`src/rtl/srtc_pkg.sv`:
```
`default_nettype none

package srtc_pkg;

   // Default sizes of the range sample and of the beam angle.
   localparam int RANGE_BITS_DEFAULT = 16;
   localparam int ANGLE_BITS_DEFAULT = 16;

   // Rotation arithmetic: Q2.30 coordinates with headroom, residual angle in 1/2^32 turn.
   localparam int CORDIC_ITERS = 28;
   localparam int UNIT_SHIFT   = 30;
   localparam int X_W          = 34;
   localparam int Z_W          = 32;
   localparam int MAG_W        = 32;
   localparam logic signed [X_W-1:0] CORDIC_START = X_W'(652032874);

   // Arctangent of 2^-i in 1/2^32 turn.
   localparam logic [31:0] ATAN_TURN [CORDIC_ITERS] = '{
      32'd536870912, 32'd316933406, 32'd167458907, 32'd85004756, 32'd42667331,
      32'd21354465, 32'd10679838, 32'd5340245, 32'd2670163, 32'd1335087,
      32'd667544, 32'd333772, 32'd166886, 32'd83443, 32'd41722, 32'd20861,
      32'd10430, 32'd5215, 32'd2608, 32'd1304, 32'd652, 32'd326, 32'd163,
      32'd81, 32'd41, 32'd20, 32'd10, 32'd5
   };

   // Configuration port.
   localparam int CSR_INDEX_BITS = 8;
   localparam int CSR_DATA_BITS  = 16;
   localparam logic [CSR_INDEX_BITS-1:0] CSR_RANGE_LOW   = 8'd0;
   localparam logic [CSR_INDEX_BITS-1:0] CSR_RANGE_HIGH  = 8'd1;
   localparam logic [CSR_INDEX_BITS-1:0] CSR_START_ANGLE = 8'd2;
   localparam logic [CSR_INDEX_BITS-1:0] CSR_ANGLE_STEP  = 8'd3;

   localparam logic [CSR_DATA_BITS-1:0] RANGE_LOW_RESET   = 16'd0;
   localparam logic [CSR_DATA_BITS-1:0] RANGE_HIGH_RESET  = 16'd65535;
   localparam logic [CSR_DATA_BITS-1:0] START_ANGLE_RESET = 16'h8000;
   localparam logic [CSR_DATA_BITS-1:0] ANGLE_STEP_RESET  = 16'd182;

   // Quadrant of the beam angle, from its top two bits.
   typedef enum logic [1:0] {
      QUAD_FIRST,
      QUAD_SECOND,
      QUAD_THIRD,
      QUAD_FOURTH
   } quadrant_type;

   // Vector handed from cell to cell.
   typedef struct packed {
      logic signed [X_W-1:0] x;
      logic signed [X_W-1:0] y;
      logic signed [Z_W-1:0] z;
   } cordic_vec_type;

endpackage

`default_nettype wire

```
`src/rtl/srtc_cell.sv`:
```
`default_nettype none

module srtc_cell #(
   parameter int STEP   = 0,
   parameter int SIDE_W = srtc_pkg::RANGE_BITS_DEFAULT + 4
) (
   input  wire logic                     clock,
   input  wire logic                     reset,
   input  wire logic                     in_valid,
   output logic                          in_ready,
   input  wire srtc_pkg::cordic_vec_type in_vec,
   input  wire logic [SIDE_W-1:0]        in_side,
   output logic                          out_valid,
   input  wire logic                     out_ready,
   output srtc_pkg::cordic_vec_type      out_vec,
   output logic [SIDE_W-1:0]             out_side
);

   localparam logic signed [srtc_pkg::Z_W-1:0] ATAN_Z =
      srtc_pkg::Z_W'(srtc_pkg::ATAN_TURN[STEP]);

   logic                     valid_ff;
   srtc_pkg::cordic_vec_type vec_ff, vec_in;
   logic [SIDE_W-1:0]        side_ff;
   logic signed [srtc_pkg::X_W-1:0] dx, dy;

   assign in_ready = !valid_ff || out_ready;

   // One rotation step, steered by the sign of the residual angle.
   always_comb begin
      dx = signed'(in_vec.y) >>> STEP;
      dy = signed'(in_vec.x) >>> STEP;
      if (!in_vec.z[srtc_pkg::Z_W-1]) begin
         vec_in.x = in_vec.x - dx;
         vec_in.y = in_vec.y + dy;
         vec_in.z = in_vec.z - ATAN_Z;
      end else begin
         vec_in.x = in_vec.x + dx;
         vec_in.y = in_vec.y - dy;
         vec_in.z = in_vec.z + ATAN_Z;
      end
   end

   always_ff @(posedge clock) begin
      if (reset) begin
         valid_ff <= 1'b0;
      end else if (in_ready) begin
         valid_ff <= in_valid;
      end
   end

   always_ff @(posedge clock) begin
      if (in_valid && in_ready) begin
         vec_ff  <= vec_in;
         side_ff <= in_side;
      end
   end

   assign out_valid = valid_ff;
   assign out_vec   = vec_ff;
   assign out_side  = side_ff;

endmodule

`default_nettype wire

```
`config.mk`:
```
export PLATFORM = sky130hd
export DESIGN_NAME = srtc_cell
export DESIGN_NICKNAME = d
export VERILOG_FILES = /design/src/rtl/srtc_pkg.sv /design/src/rtl/srtc_cell.sv
export SDC_FILE = /design/constraint.sdc
export NUM_CORES = 1
export LEC_CHECK = 0
export BUFFER_PORTS_ARGS = -buffer_cell sky130_fd_sc_hd__buf_2
export CORE_MARGIN = 2
export CORE_UTILIZATION = 51
export CTS_BUF_LIST = sky130_fd_sc_hd__clkbuf_8
export DETAILED_ROUTE_END_ITERATION = 10
export GPL_TIMING_DRIVEN = 0
export PLACE_DENSITY = 0.8
export SYNTH_ARGS = -nofsm -noshare
export SYNTH_HDL_FRONTEND = slang
export SYNTH_SLANG_ARGS = --single-unit
export TNS_END_PERCENT = 10
```
`constraint.sdc`:
```
create_clock -name clock -period 3.4 [get_ports clock]
set_input_delay 0.34 -clock clock [delete_from_list [all_inputs] [get_ports clock]]
set_output_delay 0.34 -clock clock [all_outputs]
set_load 0.005 [all_outputs]
```
Yosys cells after proc, flatten, opt, wreduce, memory -nomap -nowiden
Cells that the tools add are included.

word-level totals
  register bits = 121
  input port bits = 124
  output and inout bits = 122
  logic and storage cells = 14

operators by class
  add/subtract/negate cells = 5
  multiplexer cells = 1
  reduce and logical (&&, ||, !) cells = 3

operator list
  kind                    number
  $mux 100                1
  $sub 34x34->34          2
  $add 34x34->34          1
  $add 32x31->32 const B  1
  $sub 32x31->32 const B  1
  $logic_and 1x1->1       1
  $logic_not 1->1         1
  $logic_or 1x1->1        1

Depth between registers and ports, before layout
  depth in word-level cells = 3
  mapped depth = 12
  depth with buffers taken out = 11

Worst setup path before layout
No wires, ideal clock.

  path kind = input to register
  start point = input out_ready
  end point = register side_ff[0], in the netlist out_side[0] (enable)
  library setup time = 492 ps
  data arrival time = 3248 ps
  data required time = 2908 ps
  path slack = -340 ps
  stages on the path = 2
  buffers on the path = 0
  cells stage by stage = nand2b_1 > and2_1

on the way
  word-level cells in the longest chain between the ends = 2

ends and longest elaborated chain
  item                  RTL line         source
  from (decl)           srtc_cell.sv:14  input wire logic out_ready,
  $logic_or 1x1->1      srtc_cell.sv:27  assign in_ready = !valid_ff || out_ready;
  $logic_and 1x1->1     srtc_cell.sv:53  if (in_valid && in_ready) begin
  to (signal assigned)  srtc_cell.sv:55  side_ff <= in_side;
  to (decl)             srtc_cell.sv:24  logic [SIDE_W-1:0] side_ff;

No other way between the ends.
A chain may end at the register's enable or synchronous reset.

==> results.json <==
{
  "synthesis.nets": 1320,
  "syn-cell-area_mm2": 0.00990,
  "fin_cells": 1631,
  "worstPathMaxFanout": 10,
  "setup_viol": 0,
  "final_nets": 1585,
  "vias": 9702,
  "grt_setup_unrepaired": "false",
  "die_x_um": 143,
  "cts_buffers": 17,
  "coreArea_mm2": 0.0189,
  "cap_violations": 0,
  "drcViolationCount": 0,
  "finalCriticalPeriod_ns": 3.35,
  "max_slew_margin": 0.167,
  "arrival_ns": 3.53,
  "finClkSkew_ns": 0.0213,
  "start_kind": "input port",
  "final-hold-violation-count": 0,
  "fp-row-count": 50,
  "setup_slack_ns": 0.0543,
  "avgRoutedWirePerCell_um": 21.0,
  "cp.required_ns": 3.59,
  "antenna_found_initial": 1,
  "power_density_mw_per_mm2": 415,
  "port_buffers": 245,
  "whs_ns": 0.0354,
  "synth_area_leaders": "edfxtp_1 36%, ha_1 13%, a21oi_1 5.7%",
  "ctsRootBufferMaster": "clkbuf_8",
  "chipHeight_um": 143,
  "initial_utilization": 0.524,
  "nFillCells": 1726,
  "slew_viol_final": 0,
  "p_leak_nw": 5.25,
  "cts_setup_buffers": 0,
  "track_usage": 0.321,
  "synth_edf_count": 119,
  "clk_latency_ns": 0.47,
  "worstSetupEndpointType": "flop",
  "synth_top_area_frac": 0.361,
  "placed_cells": 1599,
  "path_clk_slew_ns": 0.07,
  "synth_seq_area_share": 0.363,
  "outcome": "completed",
  "clock_path_buffers": 2,
  "pre_cts_slack_ns": -0.603,
  "postLayoutCoreUtil": 0.632,
  "busiest_layer": "met2",
  "grt_pass1_vias": 8991,
  "gp_congestion": 1.02,
  "grt_pass1_wl_um": 49900,
  "overflow": 0,
  "htreeDepth": 4,
  "cts_sinks": 120,
  "ys_ff_latch": 120,
  "cts_tree": "built",
  "ys_types": 76,
  "register_area_mm2": 0.00359,
  "avgViaCountPerCell": 5.95,
  "drt_iter0_markers": 847,
  "dr.pass1.iters": 6,
  "grt_max_degree": 76,
  "num_antenna_cells": 0,
  "hp-class": "in -> reg",
  "use_met2": 0.526,
  "yosys.area.top_type": "edfxtp_1",
  "use_met1": 0.418,
  "synth_ff_type": "edfxtp_1",
  "tightest_slew_ns": 1.25,
  "drive_gt1_frac": 0.230,
  "fin_tns_setup_ns": 0,
  "avgSynthCellArea_um2": 9.06,
  "multi_input_area_mm2": 0.00575,
  "ir_worst_vdd_v": 0.000228,
  "num_io_pins": 246,
  "grtUsageMet3": 0.0663,
  "wirelength_um": 34200,
  "post-dp-hpwl_um": 26800,
  "max_freq_mhz": 299,
  "die_area_mm2": 0.0205,
  "min_period_over_period": 0.984,
  "critPathKind": "in -> reg",
  "ff2ff_setup_slack_ns": 1.62,
  "detail-route-antenna-nets": 0,
  "syn_inst": 1093,
  "synth_warnings": 0,
  "async_flop_share": 0,
  "syn_to_final_growth_pct": 20.6
}
==> worst paths after layout <==
path / from / to / depth (start not counted)
max: in_vec[44] / out_vec[60] / 11
min reg2reg: out_valid / out_valid / 2
min: reset / out_valid / 2
max reg2reg: out_valid / out_vec[40] / 3
==> critical path, cell delays in order <==
cell and delay, ns:
buf_2 0.10, inv_1 0.04, ha_1 0.27, clkbuf_1 0.27
buf_2 0.30, nor4_1 0.14, a211oi_1 0.93, a31oi_1 0.42
a21oi_1 0.39, mux2i_1 0.14, xnor2_1 0.18
==> cells in the mapped netlist, drive strengths merged, types with 7 or more instances <==
| cell | n |
|---|---|
| a2111oi | 7 |
| a211oi | 16 |
| a21o | 15 |
| a21oi | 112 |
| a221oi | 7 |
| a31oi | 17 |
| and2 | 9 |
| and3 | 8 |
| buf | 24 |
| clkbuf | 25 |
| edfxtp | 119 |
| ha | 99 |
| inv | 103 |
| mux2i | 13 |
| nand2 | 52 |
| nand2b | 14 |
| nand3 | 25 |
| nand4 | 12 |
| nor2 | 102 |
| nor2b | 17 |
| nor3 | 24 |
| o211ai | 12 |
| o21a | 11 |
| o21ai | 67 |
| o21bai | 18 |
| o31ai | 17 |
| or2 | 7 |
| xnor2 | 55 |
==> power breakdown <==
group | internal (mW) | switching, mW
Sequential | 1.84 | 0.0331
Combinational | 0.614 | 1.02
Clock | 0.744 | 0.703
==> placed cells by master (no fill, tap or decap), types with 15 or more instances in the layout <==
cell type,instances
a211oi_1,16
a21o_1,15
a21oi_1,112
a31oi_1,17
buf_2,255
clkbuf_1,25
clkbuf_8,17
edfxtp_1,119
ha_1,99
inv_1,104
nand2_1,52
nand3_1,25
nor2_1,102
nor2b_1,17
nor3_1,24
o21ai_0,58
o21bai_1,18
xnor2_1,55
==> logic make-up (layout without fill, tap and decap cells) <==
| group | Yosys count | after routing | synth area share |
|---|---|---|---|
| XOR/XNOR | 61 | 61 | 0.0539 |
| adder cells (fa/ha/maj) | 103 | 103 | 0.133 |
| buffers and inverters | 153 | 431 | 0.0604 |
| flip-flops | 120 | 120 | 0.363 |
| AND/OR/NAND/NOR | 290 | 290 | 0.140 |
| multiplexers | 15 | 15 | 0.0154 |
| AO/OA/AOI/OAI | 351 | 351 | 0.234 |
==> cell type report <==
class	instances	area share
Timing Repair Buffer	246	0.105
Clock inverter	15	0.0160
Buffer	49	0.0174
Inverter	104	0.0327
Clock buffer	17	0.0196
Multi-Input combinational cell	820	0.481
Sequential cell	120	0.301
Tap cell	260	0.0272
==> metal layers <==
layer / share of wire / vias up
li1: - / 4505
met1: 0.41 / 4528
met2: 0.46 / 570
met3: 0.093 / 97
met4: 0.038 / 2
met5: 0.00038 / -
==> repair_timing <==
action	4_1_cts	5_1_grt
gates resized for setup	1	6
hold buffers	0	0
hold endpoints to repair	0	0
endpoints found under the setup margin	3	12
==> stage by stage <==
stage,area [µm²],total power [mW]
after floorplan,9900,2.89
after global placement,11500,3.48
after detailed placement,11500,3.49
after CTS,11900,4.92
after global routing,11900,5.15
final,11900,4.96
==> registers in the layout, summed over array words and instances, names as in the netlist <==
signal     count
out_vec       99
out_side      20
out_valid      1
Note: power is estimated with default switching activity, not from simulation.
