$ cat src/rtl/srtc_pkg.sv
`default_nettype none

package srtc_pkg;

   // Default sizes of the range sample and of the beam angle.
   localparam int RANGE_BITS_DEFAULT = 16;
   localparam int ANGLE_BITS_DEFAULT = 16;

   // Rotation arithmetic: Q2.30 coordinates with headroom, residual angle in 1/2^32 turn.
   localparam int CORDIC_ITERS = 28;
   localparam int UNIT_SHIFT   = 30;
   localparam int X_W          = 34;
   localparam int Z_W          = 32;
   localparam int MAG_W        = 32;
   localparam logic signed [X_W-1:0] CORDIC_START = X_W'(652032874);

   // Arctangent of 2^-i in 1/2^32 turn.
   localparam logic [31:0] ATAN_TURN [CORDIC_ITERS] = '{
      32'd536870912, 32'd316933406, 32'd167458907, 32'd85004756, 32'd42667331,
      32'd21354465, 32'd10679838, 32'd5340245, 32'd2670163, 32'd1335087,
      32'd667544, 32'd333772, 32'd166886, 32'd83443, 32'd41722, 32'd20861,
      32'd10430, 32'd5215, 32'd2608, 32'd1304, 32'd652, 32'd326, 32'd163,
      32'd81, 32'd41, 32'd20, 32'd10, 32'd5
   };

   // Configuration port.
   localparam int CSR_INDEX_BITS = 8;
   localparam int CSR_DATA_BITS  = 16;
   localparam logic [CSR_INDEX_BITS-1:0] CSR_RANGE_LOW   = 8'd0;
   localparam logic [CSR_INDEX_BITS-1:0] CSR_RANGE_HIGH  = 8'd1;
   localparam logic [CSR_INDEX_BITS-1:0] CSR_START_ANGLE = 8'd2;
   localparam logic [CSR_INDEX_BITS-1:0] CSR_ANGLE_STEP  = 8'd3;

   localparam logic [CSR_DATA_BITS-1:0] RANGE_LOW_RESET   = 16'd0;
   localparam logic [CSR_DATA_BITS-1:0] RANGE_HIGH_RESET  = 16'd65535;
   localparam logic [CSR_DATA_BITS-1:0] START_ANGLE_RESET = 16'h8000;
   localparam logic [CSR_DATA_BITS-1:0] ANGLE_STEP_RESET  = 16'd182;

   // Quadrant of the beam angle, from its top two bits.
   typedef enum logic [1:0] {
      QUAD_FIRST,
      QUAD_SECOND,
      QUAD_THIRD,
      QUAD_FOURTH
   } quadrant_type;

   // Vector handed from cell to cell.
   typedef struct packed {
      logic signed [X_W-1:0] x;
      logic signed [X_W-1:0] y;
      logic signed [Z_W-1:0] z;
   } cordic_vec_type;

endpackage

`default_nettype wire

$ cat src/rtl/srtc_req_if.sv
`default_nettype none

interface srtc_req_if #(
   parameter int RANGE_BITS = srtc_pkg::RANGE_BITS_DEFAULT
);
   logic                  valid;
   logic                  ready;
   logic [RANGE_BITS-1:0] range_mm;
   logic                  scan_end;

   modport source (output valid, output range_mm, output scan_end, input ready);
   modport sink   (input valid, input range_mm, input scan_end, output ready);
endinterface

`default_nettype wire

$ cat src/rtl/srtc_csr_if.sv
`default_nettype none

interface srtc_csr_if;
   logic                                 valid;
   logic                                 ready;
   logic [srtc_pkg::CSR_INDEX_BITS-1:0] index;
   logic [srtc_pkg::CSR_DATA_BITS-1:0]  data;

   modport source (output valid, output index, output data, input ready);
   modport sink   (input valid, input index, input data, output ready);
endinterface

`default_nettype wire

$ cat src/rtl/srtc_front.sv
`default_nettype none

module srtc_front #(
   parameter int RANGE_BITS = srtc_pkg::RANGE_BITS_DEFAULT,
   parameter int ANGLE_BITS = srtc_pkg::ANGLE_BITS_DEFAULT,
   parameter int SIDE_W     = RANGE_BITS + 4
) (
   input  wire logic                     clock,
   input  wire logic                     reset,
   srtc_csr_if.sink                      csr,
   srtc_req_if.sink                      req,
   output logic                          out_valid,
   input  wire logic                     out_ready,
   output srtc_pkg::cordic_vec_type      out_vec,
   output logic [SIDE_W-1:0]             out_side
);

   localparam int CMP_W = (RANGE_BITS > 16) ? RANGE_BITS : 16;

   logic [15:0] range_low_ff, range_high_ff, start_angle_ff, angle_step_ff;

   logic [ANGLE_BITS-1:0] beam_angle_ff, beam_angle_in;
   logic                  pending_ff;

   logic                  valid_ff;
   logic [ANGLE_BITS-1:0] angle_ff, angle_in;
   logic [RANGE_BITS-1:0] range_ff;
   logic                  kept_ff, kept_in;
   logic                  last_ff;

   logic                  accept;
   logic signed [31:0]    start_ext;
   logic [CMP_W-1:0]      r_cmp;

   // Configuration writes are always taken.
   assign csr.ready = 1'b1;

   // The stage register is free when empty or when its contents move on.
   assign req.ready = !valid_ff || out_ready;
   assign accept    = req.valid && req.ready;

   // Beam angle: start angle on the first beam of a scan, else the running angle.
   always_comb begin
      start_ext     = 32'(signed'(start_angle_ff));
      angle_in      = pending_ff ? start_ext[ANGLE_BITS-1:0] : beam_angle_ff;
      beam_angle_in = angle_in + ANGLE_BITS'(angle_step_ff);
   end

   // Range gate, both limits exclusive.
   always_comb begin
      r_cmp   = CMP_W'(req.range_mm);
      kept_in = (CMP_W'(range_low_ff) < r_cmp) && (r_cmp < CMP_W'(range_high_ff));
   end

   // Configuration registers, angle tracker and stage valid.
   always_ff @(posedge clock) begin
      if (reset) begin
         range_low_ff   <= srtc_pkg::RANGE_LOW_RESET;
         range_high_ff  <= srtc_pkg::RANGE_HIGH_RESET;
         start_angle_ff <= srtc_pkg::START_ANGLE_RESET;
         angle_step_ff  <= srtc_pkg::ANGLE_STEP_RESET;
         beam_angle_ff  <= '0;
         pending_ff     <= 1'b1;
         valid_ff       <= 1'b0;
      end else begin
         if (csr.valid) begin
            unique case (csr.index)
               srtc_pkg::CSR_RANGE_LOW:   range_low_ff   <= csr.data;
               srtc_pkg::CSR_RANGE_HIGH:  range_high_ff  <= csr.data;
               srtc_pkg::CSR_START_ANGLE: start_angle_ff <= csr.data;
               srtc_pkg::CSR_ANGLE_STEP:  angle_step_ff  <= csr.data;
               default: ;
            endcase
         end
         if (accept) begin
            beam_angle_ff <= beam_angle_in;
            pending_ff    <= req.scan_end;
         end
         if (req.ready) begin
            valid_ff <= req.valid;
         end
      end
   end

   // Payload of the request.
   always_ff @(posedge clock) begin
      if (accept) begin
         angle_ff <= angle_in;
         range_ff <= req.range_mm;
         kept_ff  <= kept_in;
         last_ff  <= req.scan_end;
      end
   end

   // Starting vector: the inverse gain on the x axis, residual angle within the quadrant.
   always_comb begin
      out_vec.x = srtc_pkg::CORDIC_START;
      out_vec.y = '0;
      out_vec.z = srtc_pkg::Z_W'({angle_ff[ANGLE_BITS-3:0], {(32-ANGLE_BITS){1'b0}}});
   end

   assign out_side  = {range_ff, angle_ff[ANGLE_BITS-1 -: 2], kept_ff, last_ff};
   assign out_valid = valid_ff;

endmodule

`default_nettype wire

$ cat src/flat_wrapper.sv
// flat-port wrapper written by rule: the top's interface ports become plain ports
module srtc_front_flat 
#(
   parameter int RANGE_BITS = srtc_pkg::RANGE_BITS_DEFAULT,
   parameter int ANGLE_BITS = srtc_pkg::ANGLE_BITS_DEFAULT,
   parameter int SIDE_W     = RANGE_BITS + 4
)
  (clock, reset, out_valid, out_ready, out_vec, out_side, csr_valid, csr_index, csr_data, csr_ready, req_valid, req_range_mm, req_scan_end, req_ready);
  srtc_csr_if csr_i ();
  srtc_req_if #(.RANGE_BITS(RANGE_BITS)) req_i ();
  input  wire logic clock;
  input  wire logic reset;
  output logic out_valid;
  input  wire logic out_ready;
  output srtc_pkg::cordic_vec_type out_vec;
  output logic [SIDE_W-1:0] out_side;
  input wire logic [$bits(csr_i.valid)-1:0] csr_valid;
  input wire logic [$bits(csr_i.index)-1:0] csr_index;
  input wire logic [$bits(csr_i.data)-1:0] csr_data;
  output wire logic [$bits(csr_i.ready)-1:0] csr_ready;
  input wire logic [$bits(req_i.valid)-1:0] req_valid;
  input wire logic [$bits(req_i.range_mm)-1:0] req_range_mm;
  input wire logic [$bits(req_i.scan_end)-1:0] req_scan_end;
  output wire logic [$bits(req_i.ready)-1:0] req_ready;
  assign csr_i.valid = csr_valid;
  assign csr_i.index = csr_index;
  assign csr_i.data = csr_data;
  assign csr_ready = csr_i.ready;
  assign req_i.valid = req_valid;
  assign req_i.range_mm = req_range_mm;
  assign req_i.scan_end = req_scan_end;
  assign req_ready = req_i.ready;
  srtc_front #(.RANGE_BITS(RANGE_BITS), .ANGLE_BITS(ANGLE_BITS), .SIDE_W(SIDE_W)) u_core (.clock(clock), .reset(reset), .csr(csr_i), .req(req_i), .out_valid(out_valid), .out_ready(out_ready), .out_vec(out_vec), .out_side(out_side));
endmodule
$ cat config.mk
export PLATFORM = sky130hd
export DESIGN_NAME = srtc_front_flat
export DESIGN_NICKNAME = d
export VERILOG_FILES = /design/src/rtl/srtc_pkg.sv /design/src/rtl/srtc_req_if.sv /design/src/rtl/srtc_csr_if.sv /design/src/rtl/srtc_front.sv /design/src/flat_wrapper.sv
export SDC_FILE = /design/constraint.sdc
export NUM_CORES = 1
export LEC_CHECK = 0
export BUFFER_PORTS_ARGS = -buffer_cell sky130_fd_sc_hd__clkbuf_2
export CAP_MARGIN = 20
export CORE_UTILIZATION = 59
export CTS_BUF_LIST = sky130_fd_sc_hd__clkbuf_8
export DETAILED_ROUTE_END_ITERATION = 8
export GPL_TIMING_DRIVEN = 0
export HOLD_SLACK_MARGIN = 0.1
export PLACE_DENSITY = 0.95
export REMOVE_ABC_BUFFERS = 1
export SLEW_MARGIN = 20
export SYNTH_ARGS = -nofsm -noshare
export SYNTH_HDL_FRONTEND = slang
export SYNTH_SLANG_ARGS = --single-unit
export TNS_END_PERCENT = 5
$ cat constraint.sdc
create_clock -name clock -period 6.55 [get_ports clock]
set_input_delay 1.31 -clock clock [delete_from_list [all_inputs] [get_ports clock]]
set_output_delay 1.31 -clock clock [all_outputs]
set_load 0.03 [all_outputs]
# --- Yosys cells after proc, flatten, opt, wreduce, memory -nomap -nowiden ---
# Index checks and enable logic that the tools add are counted.
op_classes:
  n_addsub: 1
  magnitude_cmp: 2
  eq_ne: 3
  muxes: 1
  n_reduce_logical: 9
op_table:
  columns: ["op", "count"]
  rows:
  - ["< comparator 16 bit", 2]
  - ["adder 16 bit", 1]
  - ["equality test 8 x 2 -> 1 bit (second input constant)", 2]
  - ["two-way mux 16 bit", 1]
  - ["equality test 8 x 1 -> 1 bit (second input constant)", 1]
  - ["zero test 8 bit", 1]
  - ["AND reduction 2 bit", 4]
  - ["logical AND 1 bit", 2]
  - ["zero test 1 bit", 1]
  - ["logical OR 1 bit", 1]
word_totals:
  regBits: 116
  elab_cells: 27

# --- Longest topological paths before layout ---
depth:
  ltp_word: 3
  ltp_mapped: 12
  depth_no_buf: 10

# --- Worst setup path before layout ---
# No wires, ideal clock.
synth_path:
  path_type: "input -> register"
  from: "input port out_ready"
  to: "register u_core.angle_ff[0] (enable)"
  arrival_ns: 2.985
  t_required_ns: 6.138
  setup_slack_ns: 3.153
  stages: 4
  path_buffers: 1
  path_cell_list: "nand2b_1 -> nand2_1 -> inv_1 -> clkbuf_1"
synth_between:
  elab_chain_cells: 2
synth_rtl:
  columns: ["element", "line", "source"]
  rows:
  - ["start: declaration", "flat_wrapper.sv:14", "input wire logic out_ready;"]
  - ["logical OR 1 bit", "srtc_front.sv:39", "assign req.ready = !valid_ff || out_ready;"]
  - ["logical AND 1 bit", "srtc_front.sv:40", "assign accept = req.valid && req.ready;"]
  - ["named net u_core.accept", "srtc_front.sv:31", "logic accept;"]
  - ["end signal: assignment", "srtc_front.sv:88", "angle_ff <= angle_in;"]
  - ["end: declaration", "srtc_front.sv:26", "logic [ANGLE_BITS-1:0] angle_ff, angle_in;"]
# The timed path passes the listed nets, and every way through them passes these cells.
# A chain may end at the register's enable or synchronous reset.

# --- Final worst setup path ---
layout_path:
  from: "register u_core.pending_ff"
  to: "register u_core.beam_angle_ff[12]"
layout_between:
  elab_chain_cells: 2
layout_rtl:
  columns: ["element", "line", "source"]
  rows:
  - ["start: declaration", "srtc_front.sv:23", "logic pending_ff;"]
  - ["start signal: assignment", "srtc_front.sv:77", "pending_ff <= req.scan_end;"]
  - ["two-way mux 16 bit", "srtc_front.sv:45", "angle_in = pending_ff ? start_ext[ANGLE_BITS-1:0] : beam_angle_ff;"]
  - ["named net u_core.angle_in[0]", "srtc_front.sv:26", null]
  - ["adder 16 bit", "srtc_front.sv:46", "beam_angle_in = angle_in + ANGLE_BITS'(angle_step_ff);"]
  - ["end signal: assignment", "srtc_front.sv:76", "beam_angle_ff <= beam_angle_in;"]
  - ["end: declaration", "srtc_front.sv:22", "logic [ANGLE_BITS-1:0] beam_angle_ff, beam_angle_in;"]
# The timed path passes the listed nets, and every way through them passes these cells.

==> impl_metrics.csv <==
group,metric,value,unit
run_status,status,"complete, no violations",
global_routing,grt_pass1_wl,21760,µm
pwr,power,1.696,mW
detailed_routing,drt_iter0_markers,273,
synthesis,yosysUniqueCellTypes,56,
floorplanning,die_y,105.1,µm
clock_network,clk_path_buf_depth,2,
layout,finish.net_count,860,
detailed_routing,avgViaCountPerCell,5.420,
detailed_routing,vias,4970,
clock_network,cts_resized,0,
detailed_routing,drt.antenna.violating_nets,0,
global_routing,overflow,0,
synthesis,syn_avg_cell_area,8.973,µm²
clock_network,ctsHoldBuffers,0,
clock_network,clk_transition_reported_paths,0.06,ns
setup_path,start_kind,"flop",
timing,finalMaxSlewViolations,0,
floorplanning,die_area,0.01105,mm²
timing,slew_headroom,23.43,%
synthesis,synth_common_cells,"nand2_1, buf_4, dfxtp_1",
global_routing,gr-usage-all-layers,24.89,%
pwr,vdd_drop_max,0.1878,mV
synthesis,synth_edf_count,34,
timing,setup_viol,0,
global_routing,grt_max_degree,64,
synthesis,yosys.area.top_type,"dfxtp_1",
setup_path,slowest_stage,"dfxtp_1",
clock_network,clkSinkCount,116,
run,maxCapViolCount,0,
timing,fmax,295.7,MHz
timing,worstMarginPinSlew,1.147,ns
setup_path,cp_data_required_time,6.87,ns
timing,fin_crit_sh,51.64,%
floorplanning,die_x,105.1,µm
synthesis,synth_top_area_share,26.17,%
layout,layout-drive-gt1-share,16.90,%
placement,io_buffers,81,
synthesis,yosys_most_used_dff,"dfxtp_1",
detailed_routing,firstDrtPassIters,5,
setup_path,crit_buf_inv,1,
setup_path,startpoint,"u_core.pending_ff",
pwr,p_per_area,247.5,mW/mm²
setup_path,crit_path_end_kind,"flop",
global_routing,grt_pass1_vias,4774,
clock_network,htreeDepth,4,
clock_network,cts_tree,"done",
clock_network,post_cts_buffers,0,
placement,dpl_worst_slack,2.796,ns
synthesis,synth_area_leaders,"dfxtp_1, edfxtp_1, buf_4",
min_path,min_from,"u_core.beam_angle_ff[9]",
setup_path,crit_fanout,17,
synthesis,synth_cells,699,
floorplanning,core_area,0.01032,mm²
layout,multi_input_area,0.002980,mm²
detailed_routing,drt-total-wl,13420,µm
timing,tns,0,ns
layout,antenna_cells,0,
timing,rsz0062_at_grt,"false",
min_path,worstHoldPathType,"flop to flop",
synthesis,netlist_area,0.006272,mm²
floorplanning,start_util,60.76,%
setup_path,cpPeakStageDelay,0.94,ns
synthesis,seq_area_frac_synth,42.45,%
detailed_routing,wl_per_cell,14.64,µm
placement,routabilityCongestion,0.9018,
floorplanning,io_pins,169,
floorplanning,fp-row-count,37,
setup_path,arrival,3.70,ns
synthesis,ys_ff_latch,116,
timing,min_period,3.382,ns
layout,nFillCells,780,
timing,setup_ws,3.168,ns
setup_path,path_cells,"mux2_2, ha_1, inv_1, fa_1, nor2b_1, o31a_1, o221ai_1, o31ai_1, mux2i_1, nand2_1",
detailed_routing,route.detailed.drc,0,
synthesis,ys_warn_count,0,
setup_path,r2r-start,"u_core.pending_ff",
setup_path,criticalPathCategory,"flop to flop",
layout,register_area,0.002663,mm²
placement,dp_hpwl,9012,µm
timing,skew,0.009271,ns
global_routing,antenna_found_initial,0,
clock_network,numCtsBuffers,17,
setup_path,cp_top_family,"flip-flops",
synthesis,async_flop_share,0,%
layout,syn_to_final_growth,9.256,%
clock_network,clock_latency,0.43,ns
synthesis,yosysMostFrequentCell,"nand2_1",
timing,hold_violations,0,
clock_network,cts_root_buffer,"clkbuf_8",
pwr,p_leak,3.195,nW
## cell type report
type	instances	area share (%)
multi-input cells	510	43.49
flip-flops and latches	116	38.85
repair buffers	83	6.518
clock buffers	18	3.615
clock inverters	14	2.848
well taps	136	2.483
inverters	40	2.191
## cells by family after synthesis
| group | after synthesis | synth area share, % |
|---|---|---|
| buffers and inverters | 158 | 15.16 |
| AO/OA/AOI/OAI | 139 | 13.53 |
| AND/OR/NAND/NOR | 213 | 15.32 |
| flip-flops | 116 | 42.45 |
| XOR/XNOR | 7 | 0.9775 |
| multiplexers | 18 | 3.152 |
| other | 2 | 0.1197 |
| adder cells (fa/ha/maj) | 46 | 9.296 |
## placed cells by master, fill, tap and decap left out, types with 15 or more instances in the layout
cell type  instances
clkbuf_2          80
clkbuf_8          18
a21oi_1           69
ha_1              45
nand2_1          143
inv_1             43
nor2_1            15
o211ai_1          19
conb_1            87
edfxtp_1          34
dfxtp_1           82
## flip-flops by register name (all words and copies together) (netlist names), 16 cells and up
signal and flops:
u_core.range_low_ff 16, u_core.angle_ff 16, u_core.beam_angle_ff 16, u_core.angle_step_ff 16
u_core.range_ff 16, u_core.start_angle_ff 16, u_core.range_high_ff 16
## path summary, 6_finish.rpt
path | slack (ns) | depth (start not counted) | to
setup / recovery | 3.17 | 10 | u_core.beam_angle_ff[12]
hold reg to reg | 0.45 | 2 | u_core.beam_angle_ff[9]
setup reg to reg | 3.17 | 10 | u_core.beam_angle_ff[12]
hold / removal | 0.45 | 2 | u_core.beam_angle_ff[9]
## power by group
part,internal (mW),switching (mW)
clock,0.455,0.286
combinational,0.0400,0.150
sequential,0.756,0.00849
## worst reg2reg max path, cell delays in order (launching register included)
cell and delay (ns):
dfxtp_1 0.94, mux2_2 0.34, ha_1 0.20, inv_1 0.06, fa_1 0.39, nor2b_1 0.23
o31a_1 0.22, o221ai_1 0.23, o31ai_1 0.38, mux2i_1 0.23, nand2_1 0.06
## through the flow
| stage | hold slack, ns | instance area [µm²] | util, % | cells |
|---|---|---|---|---|
| after floorplan | 0.4207 | 5791 | - | 666 |
| after global placement | 0.4348 | 6366 | 61.67 | 883 |
| after detailed placement | 0.4439 | 6410 | 62.09 | 885 |
| after CTS | 0.4547 | 6853 | 66.38 | 917 |
| after global routing | 0.4701 | 6853 | 66.38 | 917 |
| final | 0.4544 | 6853 | 66.38 | 917 |
## layer usage
| layer | track usage [%] | share of wire, % |
|---|---|---|
| met5 | 0 | 0 |
| met2 | 42.86 | 49 |
| met1 | 28.99 | 41 |
| met3 | 6.675 | 6.5 |
| met4 | 10.97 | 2.8 |
(Power assumes the default switching activity.)
