## src/rtl/srtc_pkg.sv

```systemverilog
`default_nettype none

package srtc_pkg;

   // Default sizes of the range sample and of the beam angle.
   localparam int RANGE_BITS_DEFAULT = 16;
   localparam int ANGLE_BITS_DEFAULT = 16;

   // Rotation arithmetic: Q2.30 coordinates with headroom, residual angle in 1/2^32 turn.
   localparam int CORDIC_ITERS = 28;
   localparam int UNIT_SHIFT   = 30;
   localparam int X_W          = 34;
   localparam int Z_W          = 32;
   localparam int MAG_W        = 32;
   localparam logic signed [X_W-1:0] CORDIC_START = X_W'(652032874);

   // Arctangent of 2^-i in 1/2^32 turn.
   localparam logic [31:0] ATAN_TURN [CORDIC_ITERS] = '{
      32'd536870912, 32'd316933406, 32'd167458907, 32'd85004756, 32'd42667331,
      32'd21354465, 32'd10679838, 32'd5340245, 32'd2670163, 32'd1335087,
      32'd667544, 32'd333772, 32'd166886, 32'd83443, 32'd41722, 32'd20861,
      32'd10430, 32'd5215, 32'd2608, 32'd1304, 32'd652, 32'd326, 32'd163,
      32'd81, 32'd41, 32'd20, 32'd10, 32'd5
   };

   // Configuration port.
   localparam int CSR_INDEX_BITS = 8;
   localparam int CSR_DATA_BITS  = 16;
   localparam logic [CSR_INDEX_BITS-1:0] CSR_RANGE_LOW   = 8'd0;
   localparam logic [CSR_INDEX_BITS-1:0] CSR_RANGE_HIGH  = 8'd1;
   localparam logic [CSR_INDEX_BITS-1:0] CSR_START_ANGLE = 8'd2;
   localparam logic [CSR_INDEX_BITS-1:0] CSR_ANGLE_STEP  = 8'd3;

   localparam logic [CSR_DATA_BITS-1:0] RANGE_LOW_RESET   = 16'd0;
   localparam logic [CSR_DATA_BITS-1:0] RANGE_HIGH_RESET  = 16'd65535;
   localparam logic [CSR_DATA_BITS-1:0] START_ANGLE_RESET = 16'h8000;
   localparam logic [CSR_DATA_BITS-1:0] ANGLE_STEP_RESET  = 16'd182;

   // Quadrant of the beam angle, from its top two bits.
   typedef enum logic [1:0] {
      QUAD_FIRST,
      QUAD_SECOND,
      QUAD_THIRD,
      QUAD_FOURTH
   } quadrant_type;

   // Vector handed from cell to cell.
   typedef struct packed {
      logic signed [X_W-1:0] x;
      logic signed [X_W-1:0] y;
      logic signed [Z_W-1:0] z;
   } cordic_vec_type;

endpackage

`default_nettype wire

```

## src/rtl/srtc_rsp_if.sv

```systemverilog
`default_nettype none

interface srtc_rsp_if #(
   parameter int RANGE_BITS = srtc_pkg::RANGE_BITS_DEFAULT
);
   logic                       valid;
   logic                       ready;
   logic signed [RANGE_BITS:0] point_x;
   logic signed [RANGE_BITS:0] point_y;
   logic                       point_kept;
   logic                       last_of_scan;

   modport source (output valid, output point_x, output point_y, output point_kept,
                   output last_of_scan, input ready);
   modport sink   (input valid, input point_x, input point_y, input point_kept,
                   input last_of_scan, output ready);
endinterface

`default_nettype wire

```

## src/rtl/srtc_scale.sv

```systemverilog
`default_nettype none

module srtc_scale #(
   parameter int RANGE_BITS = srtc_pkg::RANGE_BITS_DEFAULT,
   parameter int SIDE_W     = RANGE_BITS + 4
) (
   input  wire logic                     clock,
   input  wire logic                     reset,
   input  wire logic                     in_valid,
   output logic                          in_ready,
   input  wire srtc_pkg::cordic_vec_type in_vec,
   input  wire logic [SIDE_W-1:0]        in_side,
   srtc_rsp_if.source                    rsp
);

   localparam int X_W    = srtc_pkg::X_W;
   localparam int MAG_W  = srtc_pkg::MAG_W;
   localparam int PROD_W = MAG_W + RANGE_BITS + 1;
   localparam int P_W    = PROD_W - srtc_pkg::UNIT_SHIFT;
   localparam logic [PROD_W-1:0] HALF = PROD_W'(1) << (srtc_pkg::UNIT_SHIFT - 1);
   localparam logic [P_W-1:0]    LIM  = P_W'({RANGE_BITS{1'b1}});

   // Side vector layout: {range, quadrant, kept, last}.
   logic [RANGE_BITS-1:0]  side_range;
   srtc_pkg::quadrant_type side_quad;
   logic                   side_kept, side_last;

   assign side_range = in_side[SIDE_W-1 -: RANGE_BITS];
   assign side_quad  = srtc_pkg::quadrant_type'(in_side[3:2]);
   assign side_kept  = in_side[1];
   assign side_last  = in_side[0];

   // Stage A: quadrant applied, magnitudes and signs.
   logic                  a_valid_ff, a_ready;
   logic [MAG_W-1:0]      a_mag_x_ff, a_mag_y_ff, a_mag_x_in, a_mag_y_in;
   logic                  a_neg_x_ff, a_neg_y_ff;
   logic [RANGE_BITS-1:0] a_range_ff;
   logic                  a_kept_ff, a_last_ff;
   logic signed [X_W-1:0] cos_v, sin_v, abs_x, abs_y;

   // Stage B: products with the rounding half added.
   logic                  b_valid_ff, b_ready;
   logic [PROD_W-1:0]     b_prod_x_ff, b_prod_y_ff;
   logic                  b_neg_x_ff, b_neg_y_ff, b_kept_ff, b_last_ff;

   // Stage C: output register.
   logic                  c_valid_ff, c_ready;
   logic signed [RANGE_BITS:0] c_x_ff, c_y_ff, c_x_in, c_y_in;
   logic                  c_kept_ff, c_last_ff;
   logic [P_W-1:0]        p_x, p_y;
   logic [RANGE_BITS-1:0] sat_x, sat_y;

   assign c_ready  = !c_valid_ff || rsp.ready;
   assign b_ready  = !b_valid_ff || c_ready;
   assign a_ready  = !a_valid_ff || b_ready;
   assign in_ready = a_ready;

   // Exact swaps and negations for the quadrant.
   always_comb begin
      case (side_quad)
         srtc_pkg::QUAD_FIRST: begin
            cos_v = in_vec.x;
            sin_v = in_vec.y;
         end
         srtc_pkg::QUAD_SECOND: begin
            cos_v = -in_vec.y;
            sin_v = in_vec.x;
         end
         srtc_pkg::QUAD_THIRD: begin
            cos_v = -in_vec.x;
            sin_v = -in_vec.y;
         end
         default: begin
            cos_v = in_vec.y;
            sin_v = -in_vec.x;
         end
      endcase
      abs_x      = cos_v[X_W-1] ? -cos_v : cos_v;
      abs_y      = sin_v[X_W-1] ? -sin_v : sin_v;
      a_mag_x_in = abs_x[MAG_W-1:0];
      a_mag_y_in = abs_y[MAG_W-1:0];
   end

   // Round half away from zero, saturate, restore the sign, zero a rejected beam.
   always_comb begin
      p_x    = b_prod_x_ff[PROD_W-1:srtc_pkg::UNIT_SHIFT];
      p_y    = b_prod_y_ff[PROD_W-1:srtc_pkg::UNIT_SHIFT];
      sat_x  = (p_x > LIM) ? LIM[RANGE_BITS-1:0] : p_x[RANGE_BITS-1:0];
      sat_y  = (p_y > LIM) ? LIM[RANGE_BITS-1:0] : p_y[RANGE_BITS-1:0];
      c_x_in = b_neg_x_ff ? -signed'({1'b0, sat_x}) : signed'({1'b0, sat_x});
      c_y_in = b_neg_y_ff ? -signed'({1'b0, sat_y}) : signed'({1'b0, sat_y});
      if (!b_kept_ff) begin
         c_x_in = '0;
         c_y_in = '0;
      end
   end

   // Stage valids.
   always_ff @(posedge clock) begin
      if (reset) begin
         a_valid_ff <= 1'b0;
         b_valid_ff <= 1'b0;
         c_valid_ff <= 1'b0;
      end else begin
         if (a_ready) begin
            a_valid_ff <= in_valid;
         end
         if (b_ready) begin
            b_valid_ff <= a_valid_ff;
         end
         if (c_ready) begin
            c_valid_ff <= b_valid_ff;
         end
      end
   end

   // Stage payloads.
   always_ff @(posedge clock) begin
      if (in_valid && a_ready) begin
         a_mag_x_ff <= a_mag_x_in;
         a_mag_y_ff <= a_mag_y_in;
         a_neg_x_ff <= cos_v[X_W-1];
         a_neg_y_ff <= sin_v[X_W-1];
         a_range_ff <= side_range;
         a_kept_ff  <= side_kept;
         a_last_ff  <= side_last;
      end
      if (a_valid_ff && b_ready) begin
         b_prod_x_ff <= PROD_W'(a_mag_x_ff) * PROD_W'(a_range_ff) + HALF;
         b_prod_y_ff <= PROD_W'(a_mag_y_ff) * PROD_W'(a_range_ff) + HALF;
         b_neg_x_ff  <= a_neg_x_ff;
         b_neg_y_ff  <= a_neg_y_ff;
         b_kept_ff   <= a_kept_ff;
         b_last_ff   <= a_last_ff;
      end
      if (b_valid_ff && c_ready) begin
         c_x_ff    <= c_x_in;
         c_y_ff    <= c_y_in;
         c_kept_ff <= b_kept_ff;
         c_last_ff <= b_last_ff;
      end
   end

   assign rsp.valid        = c_valid_ff;
   assign rsp.point_x      = c_x_ff;
   assign rsp.point_y      = c_y_ff;
   assign rsp.point_kept   = c_kept_ff;
   assign rsp.last_of_scan = c_last_ff;

endmodule

`default_nettype wire

```

## src/flat_wrapper.sv

```systemverilog
// flat-port wrapper written by rule: the top's interface ports become plain ports
module srtc_scale_flat 
#(
   parameter int RANGE_BITS = srtc_pkg::RANGE_BITS_DEFAULT,
   parameter int SIDE_W     = RANGE_BITS + 4
)
  (clock, reset, in_valid, in_ready, in_vec, in_side, rsp_valid, rsp_point_x, rsp_point_y, rsp_point_kept, rsp_last_of_scan, rsp_ready);
  srtc_rsp_if #(.RANGE_BITS(RANGE_BITS)) rsp_i ();
  input  wire logic clock;
  input  wire logic reset;
  input  wire logic in_valid;
  output logic in_ready;
  input  wire srtc_pkg::cordic_vec_type in_vec;
  input  wire logic [SIDE_W-1:0] in_side;
  output wire logic [$bits(rsp_i.valid)-1:0] rsp_valid;
  output wire logic [$bits(rsp_i.point_x)-1:0] rsp_point_x;
  output wire logic [$bits(rsp_i.point_y)-1:0] rsp_point_y;
  output wire logic [$bits(rsp_i.point_kept)-1:0] rsp_point_kept;
  output wire logic [$bits(rsp_i.last_of_scan)-1:0] rsp_last_of_scan;
  input wire logic [$bits(rsp_i.ready)-1:0] rsp_ready;
  assign rsp_valid = rsp_i.valid;
  assign rsp_point_x = rsp_i.point_x;
  assign rsp_point_y = rsp_i.point_y;
  assign rsp_point_kept = rsp_i.point_kept;
  assign rsp_last_of_scan = rsp_i.last_of_scan;
  assign rsp_i.ready = rsp_ready;
  srtc_scale #(.RANGE_BITS(RANGE_BITS), .SIDE_W(SIDE_W)) u_core (.clock(clock), .reset(reset), .in_valid(in_valid), .in_ready(in_ready), .in_vec(in_vec), .in_side(in_side), .rsp(rsp_i));
endmodule
```

## config.mk

```make
export PLATFORM = sky130hd
export DESIGN_NAME = srtc_scale_flat
export DESIGN_NICKNAME = d
export VERILOG_FILES = /design/src/rtl/srtc_pkg.sv /design/src/rtl/srtc_rsp_if.sv /design/src/rtl/srtc_scale.sv /design/src/flat_wrapper.sv
export SDC_FILE = /design/constraint.sdc
export NUM_CORES = 2
export LEC_CHECK = 0
export ABC_AREA = 1
export BUFFER_PORTS_ARGS = -buffer_cell sky130_fd_sc_hd__buf_2
export CAP_MARGIN = 20
export CORE_AREA = 3 3 246 430
export DETAILED_ROUTE_END_ITERATION = 8
export DIE_AREA = 0 0 249 433
export GPL_ROUTABILITY_DRIVEN = 1
export GPL_TIMING_DRIVEN = 1
export PLACE_DENSITY_LB_ADDON = 0.15
export SLEW_MARGIN = 25
export SYNTH_ARGS = -nofsm -noshare
export SYNTH_HDL_FRONTEND = slang
export SYNTH_SLANG_ARGS = --single-unit
export TNS_END_PERCENT = 1
```

## constraint.sdc

```tcl
create_clock -name clock -period 16.15 [get_ports clock]
set_clock_uncertainty 0.1 [all_clocks]
set_input_delay 2.4225 -clock clock [delete_from_list [all_inputs] [get_ports clock]]
set_output_delay 2.4225 -clock clock [all_outputs]
set_load 0.005 [all_outputs]
```

=== After elaboration in Yosys (flattened, before gate mapping) ===
Cells that the tools add are included.

* Bits in registers: 225
* Word-level logic and storage cells: 56

* $add $sub $neg: 8
* Multiply operators: 2
* Magnitude comparators: 2
* Equality and inequality tests: 2
* Multiplexer cells: 8
* Reduce and logical (&&, ||, !) cells: 12

{| class="wikitable"
|+ Operators by type and width
! kind !! number
|-
| 34-bit one-hot mux with 3 select lines || 2
|-
| 48-bit by 30-bit adder with 49-bit output (second input constant) || 2
|-
| 32-bit by 16-bit multiplier with 48-bit output || 2
|-
| 34-bit negator || 2
|-
| 16-bit two-way mux || 4
|-
| 32-bit two-way mux || 2
|-
| 32-bit negator || 2
|-
| 19-bit by 16-bit > comparator with 1-bit output (second input constant) || 2
|-
| 16-bit negator with 17-bit output || 2
|-
| 2-bit AND reduction || 2
|-
| 1-bit logical AND || 3
|-
| 1-bit zero test || 3
|-
| 1-bit logical OR || 3
|-
| 2-bit by 1-bit == test with 1-bit output (second input constant) || 1
|-
| 2-bit == test (second input constant) || 1
|-
| 2-bit zero test || 1
|}

=== Logic depth before layout (Yosys ltp) ===
* Word-level depth: 5
* Gate-level depth with buffers: 27
* Mapped depth without buffers: 25

=== Worst setup path after synthesis ===
Ideal clock, no wire load.

* Kind: register to register
* From: reg u_core.a_range_ff[2]
* To: reg u_core.b_prod_y_ff[44] (data pin)
* Data arrival time: 5574 ps
* Required time: 15791 ps
* Setup slack: 10217 ps
* Stages on the path, launching flop included: 26
* Cells stage by stage: edfxtp_1 > clkbuf_1 > clkbuf_1 > nand2_1 > fa_1 > inv_1 > fa_1 > inv_1 > fa_1 > inv_1 > fa_1 > fa_1 > inv_1 > fa_1 > inv_1 > ha_1 > nand2_1 > nor2_1 > inv_1 > nor2_1 > nand3_1 > or4_1 > nand3_1 > nand2_1 > nand2_1 > xor2_1

* Word-level cells in the longest chain between the ends: 2

{| class="wikitable"
|+ RTL lines
! item !! line !! text
|-
| from (decl) || srtc_scale.sv:37 || <nowiki>logic [RANGE_BITS-1:0] a_range_ff;</nowiki>
|-
| from (signal assigned) || srtc_scale.sv:124 || <nowiki>a_range_ff <= side_range;</nowiki>
|-
| 32-bit by 16-bit multiplier with 48-bit output || srtc_scale.sv:130 || <nowiki>b_prod_y_ff <= PROD_W'(a_mag_y_ff) * PROD_W'(a_range_ff) + HALF;</nowiki>
|-
| 48-bit by 30-bit adder with 49-bit output || srtc_scale.sv:130 ||
|-
| to (signal assigned) || srtc_scale.sv:130 ||
|-
| to (decl) || srtc_scale.sv:43 || <nowiki>logic [PROD_W-1:0] b_prod_x_ff, b_prod_y_ff;</nowiki>
|}

Every way passes these cells.
A chain may end at the register's enable or synchronous reset.

=== Worst setup path after layout ===
* From: reg u_core.a_range_ff[13]
* To: reg u_core.b_prod_y_ff[38] (data pin)

Same word-level chain as after synthesis.

==> tab_implementation.tex <==
\begin{tabular}{lr}
\hline
Metric & Value \\
\hline
\multicolumn{2}{l}{\textbf{Floorplanning}} \\
Die Height & 433 µm \\
Overall die width & 249 µm \\
Total Die Area & 107800 µm² \\
Core area & 102900 µm² \\
Initial standard-cell utilization of the core & 0.4475 \\
Std-Cell Rows & 156 \\
Count of boundary I/O pins & 162 \\
\multicolumn{2}{l}{\textbf{Timing}} \\
Fin. max-slew vios & 0 \\
Max-slew headroom & 0.2524 \\
Peak clock frequency supported by timing & 137.2 MHz \\
Tcrit/Tclk final & 0.4513 \\
Sum of negative setup slack & 0 ns \\
Final setup violation count & 0 \\
Final Critical Period & 7.288 ns \\
Actual transition at the worst max-transition pin & 1.121 ns \\
Worst Slack Setup Final & 8.862 ns \\
RSZ-0062 raised after global routing & false \\
Final hold violation count & 0 \\
\multicolumn{2}{l}{\textbf{GRT}} \\
Initial antenna violation count & 10 \\
Maximum number of pins on one net before global-route repair & 65 \\
Total global routing track utilization & 0.2709 \\
Overall overflow remaining after global route & 0 \\
First-pass GRT wire length & 225.9 mm \\
Number of global-route vias before repair & 41279 \\
\multicolumn{2}{l}{\textbf{Finish}} \\
\# nets final & 7347 \\
Most common cell after layout, fill and taps aside & sky130\_fd\_sc\_hd\_\_inv\_1 \\
Fillers & 10413 \\
Area Overhead vs Synth & 4.787\% \\
Commonest cells after routing, fill and taps aside & 1682 x sky130\_fd\_sc\_hd\_\_inv\_1, 1655 x sky130\_fd\_sc\_hd\_\_nand2\_1, 836 x sky130\_fd\_sc\_hd\_\_fa\_1, 314 x sky130\_fd\_sc\_hd\_\_nor2\_1, 304 x sky130\_fd\_sc\_hd\_\_ha\_1 \\
Number of cells in the finished layout apart from fillers & 7446 \\
Layout cell share with drive strength beyond 1 & 0.05430 \\
Core utilization of the finished layout & 0.4689 \\
\multicolumn{2}{l}{\textbf{Yosys}} \\
Cells after Synth & 6170 \\
Synth Area per Inst & 7.460 µm² \\
Syn\_nets & 7434 \\
Post-Syn Area & 46030 µm² \\
Number of warning messages in the yosys log & 0 \\
Proportion of synthesized chip area in sequential cells & 0.1070 \\
Count of different cell masters after synthesis & 62 \\
Main synth FF type & sky130\_fd\_sc\_hd\_\_edfxtp\_1 \\
Number of enable flip-flop cells after synthesis & 162 \\
FFs w/ async S/R, synth & 0 \\
Total of flip-flops plus latches after synthesis & 165 \\
\multicolumn{2}{l}{\textbf{Placement}} \\
Count of port buffers added during placement & 129 \\
Worst Setup Slack post-DPL & 8.847 ns \\
Routability-driven placement congestion ratio & 1.004 \\
Hpwl dp & 114.8 mm \\
Placed Instances & 7405 \\
\multicolumn{2}{l}{\textbf{Critical path}} \\
Worst stage delay on the critical path & 0.99 ns \\
Required time at the worst-slack endpoint & 16.36 ns \\
Startpoint types & flip-flop \\
Critical path's most frequent cell & sky130\_fd\_sc\_hd\_\_fa\_1 \\
Worst setup EP type & flip-flop \\
Cell with the largest stage delay on the worst path & sky130\_fd\_sc\_hd\_\_edfxtp\_1 \\
Largest driver fanout on the critical path & 48 \\
Reg-to-reg slack, setup & 8.86 ns \\
WS Path Type & flip-flop to flip-flop \\
Data arrival time of the worst path & 7.50 ns \\
Series of cell instances along the critical path & buf\_4 -> nand2\_1 -> fa\_1 -> inv\_1 -> fa\_1 -> fa\_1 -> fa\_1 -> fa\_1 -> inv\_1 -> fa\_1 -> inv\_1 -> ha\_1 -> nand2\_1 -> nor2\_1 -> inv\_1 -> nor2\_1 -> inv\_1 -> nor4\_1 -> a21oi\_1 -> o21ai\_0 -> xor2\_1 \\
\multicolumn{2}{l}{\textbf{Flow run}} \\
Max-cap check violation count & 0 \\
\multicolumn{2}{l}{\textbf{Clock network}} \\
Number of gates resized after CTS & 0 \\
Quantity of hold-fixing buffers added after cts & 0 \\
\# H-tree levels & 4 \\
\# Post-CTS Setup Buffers & 0 \\
Clock Root Buffer & sky130\_fd\_sc\_hd\_\_clkbuf\_16 \\
Clock tree buffer depth & 2 \\
Clock latency at the later pin of the worst-skew pair & 0.50 ns \\
Clk sinks & 165 \\
CTS tree & done \\
CTS clock-pin slew for the worst setup and hold paths & 0.08 ns \\
Total CTS buffers & 17 \\
\multicolumn{2}{l}{\textbf{Drt}} \\
Number of vias per cell after detailed routing & 5.125 \\
Antenna Nets Post-Route & 0 \\
Via count & 38161 \\
Wire length reported by the detailed router & 142.4 mm \\
Detailed Route Iter0 Violations & 1930 \\
Detailed-routing iteration count for the pre-antenna-repair pass & 7 \\
Remaining routing DRC violations & 0 \\
Routed wirelength normalized by instance count & 19.12 µm \\
\multicolumn{2}{l}{\textbf{Worst hold path}} \\
Type of the tightest min-delay check & flip-flop to flip-flop \\
\multicolumn{2}{l}{\textbf{Run status}} \\
Outcome & completed \\
\hline
\end{tabular}
## through the flow
| stage | hold WS (ns) | instance area (µm²) |
|---|---|---|
| 2_1_floorplan | 0.3003 | 46030 |
| 4_1_cts | 0.3229 | 48170 |
| 3_3_place_gp | 0.3012 | 47540 |
| 6_report | 0.3242 | 48230 |
| 5_1_grt | 0.3275 | 48220 |
| 3_5_place_dp | 0.3057 | 47570 |
## cell type report
cell class	count	area [µm²]	share of cell area
diodes	7	17.52	0.0003632
clock buffers	17	425.4	0.008820
clock inverters	15	176.4	0.003658
inverters	1703	6402	0.1327
multi-input cells	4022	33580	0.6961
flip-flops and latches	165	4925	0.1021
well taps	1343	1680	0.03484
repair buffers	174	1031	0.02137
## cell usage after synthesis, drive strengths merged, types with 4 or more instances
master | instances | area share
a31oi | 19 | 0.0026
o21bai | 4 | 0.00065
edfxtp | 162 | 0.11
nor2 | 357 | 0.034
ha | 304 | 0.083
buf | 55 | 0.0067
nor3 | 48 | 0.0058
xnor2 | 22 | 0.0042
nand3 | 181 | 0.021
o211ai | 5 | 0.00082
clkbuf | 225 | 0.018
o31ai | 7 | 0.0011
nand3b | 13 | 0.0021
xor2 | 66 | 0.013
inv | 1702 | 0.14
nand2 | 1689 | 0.14
a21o | 18 | 0.0029
o2111ai | 4 | 0.00076
a21oi | 169 | 0.018
o21a | 19 | 0.0031
o21ai | 191 | 0.022
nand4 | 35 | 0.0049
a221oi | 10 | 0.0019
fa | 836 | 0.36
## worst max-delay path: cells and delay by family (launching register included)
| kind | cells | cell delay [ns] |
|---|---|---|
| compound gates | 2 | 0.49 |
| xor+xnor | 1 | 0.26 |
| fa+ha+maj | 7 | 3.31 |
| buf+inv | 6 | 0.98 |
| flops | 1 | 0.99 |
| simple gates | 5 | 0.86 |
## kinds of logic (layout without fill, tap and decap cells)
family                     Yosys count  in the layout  share of synthesized area
and+or+nand+nor                   2335           2335                     0.2092
buffers and inverters             1983           1909                     0.1640
adders and majority gates         1140           1140                     0.4462
AOI/OAI and AO/OA                  459            459                    0.05659
xor gates and xnor gates            88             88                    0.01691
DFF                                165            165                     0.1070
other                                0              7                          0
## routing by layer
layer | vias to the layer above | global-route usage | wire length, µm
met5 | - | 0 | 27
met2 | 1045 | 0.5050 | 74350
met3 | 347 | 0.02476 | 5678
li1 | 17789 | - | -
met4 | 4 | 0.1607 | 9931
met1 | 18976 | 0.2985 | 52380
## worst paths after layout
check	from	endpoint	depth (start not counted)
hold reg to reg	u_core.a_kept_ff	u_core.b_kept_ff	0
hold / removal	u_core.a_kept_ff	u_core.b_kept_ff	0
setup reg to reg	u_core.a_range_ff[13]	u_core.b_prod_y_ff[38]	21
setup / recovery	u_core.a_range_ff[13]	u_core.b_prod_y_ff[38]	21
## state kept, by name (all words and copies together) (netlist names), 16 cells and up
name and cells:
u_core.a_mag_x_ff 32, u_core.a_mag_y_ff 32, u_core.a_range_ff 16, u_core.b_prod_x_ff 19, u_core.b_prod_y_ff 19, u_core.rsp.point_x 17, u_core.rsp.point_y 17
Power is not shown: default switching activity piles up to over one toggle a cycle in this logic, so the estimate is an artifact.
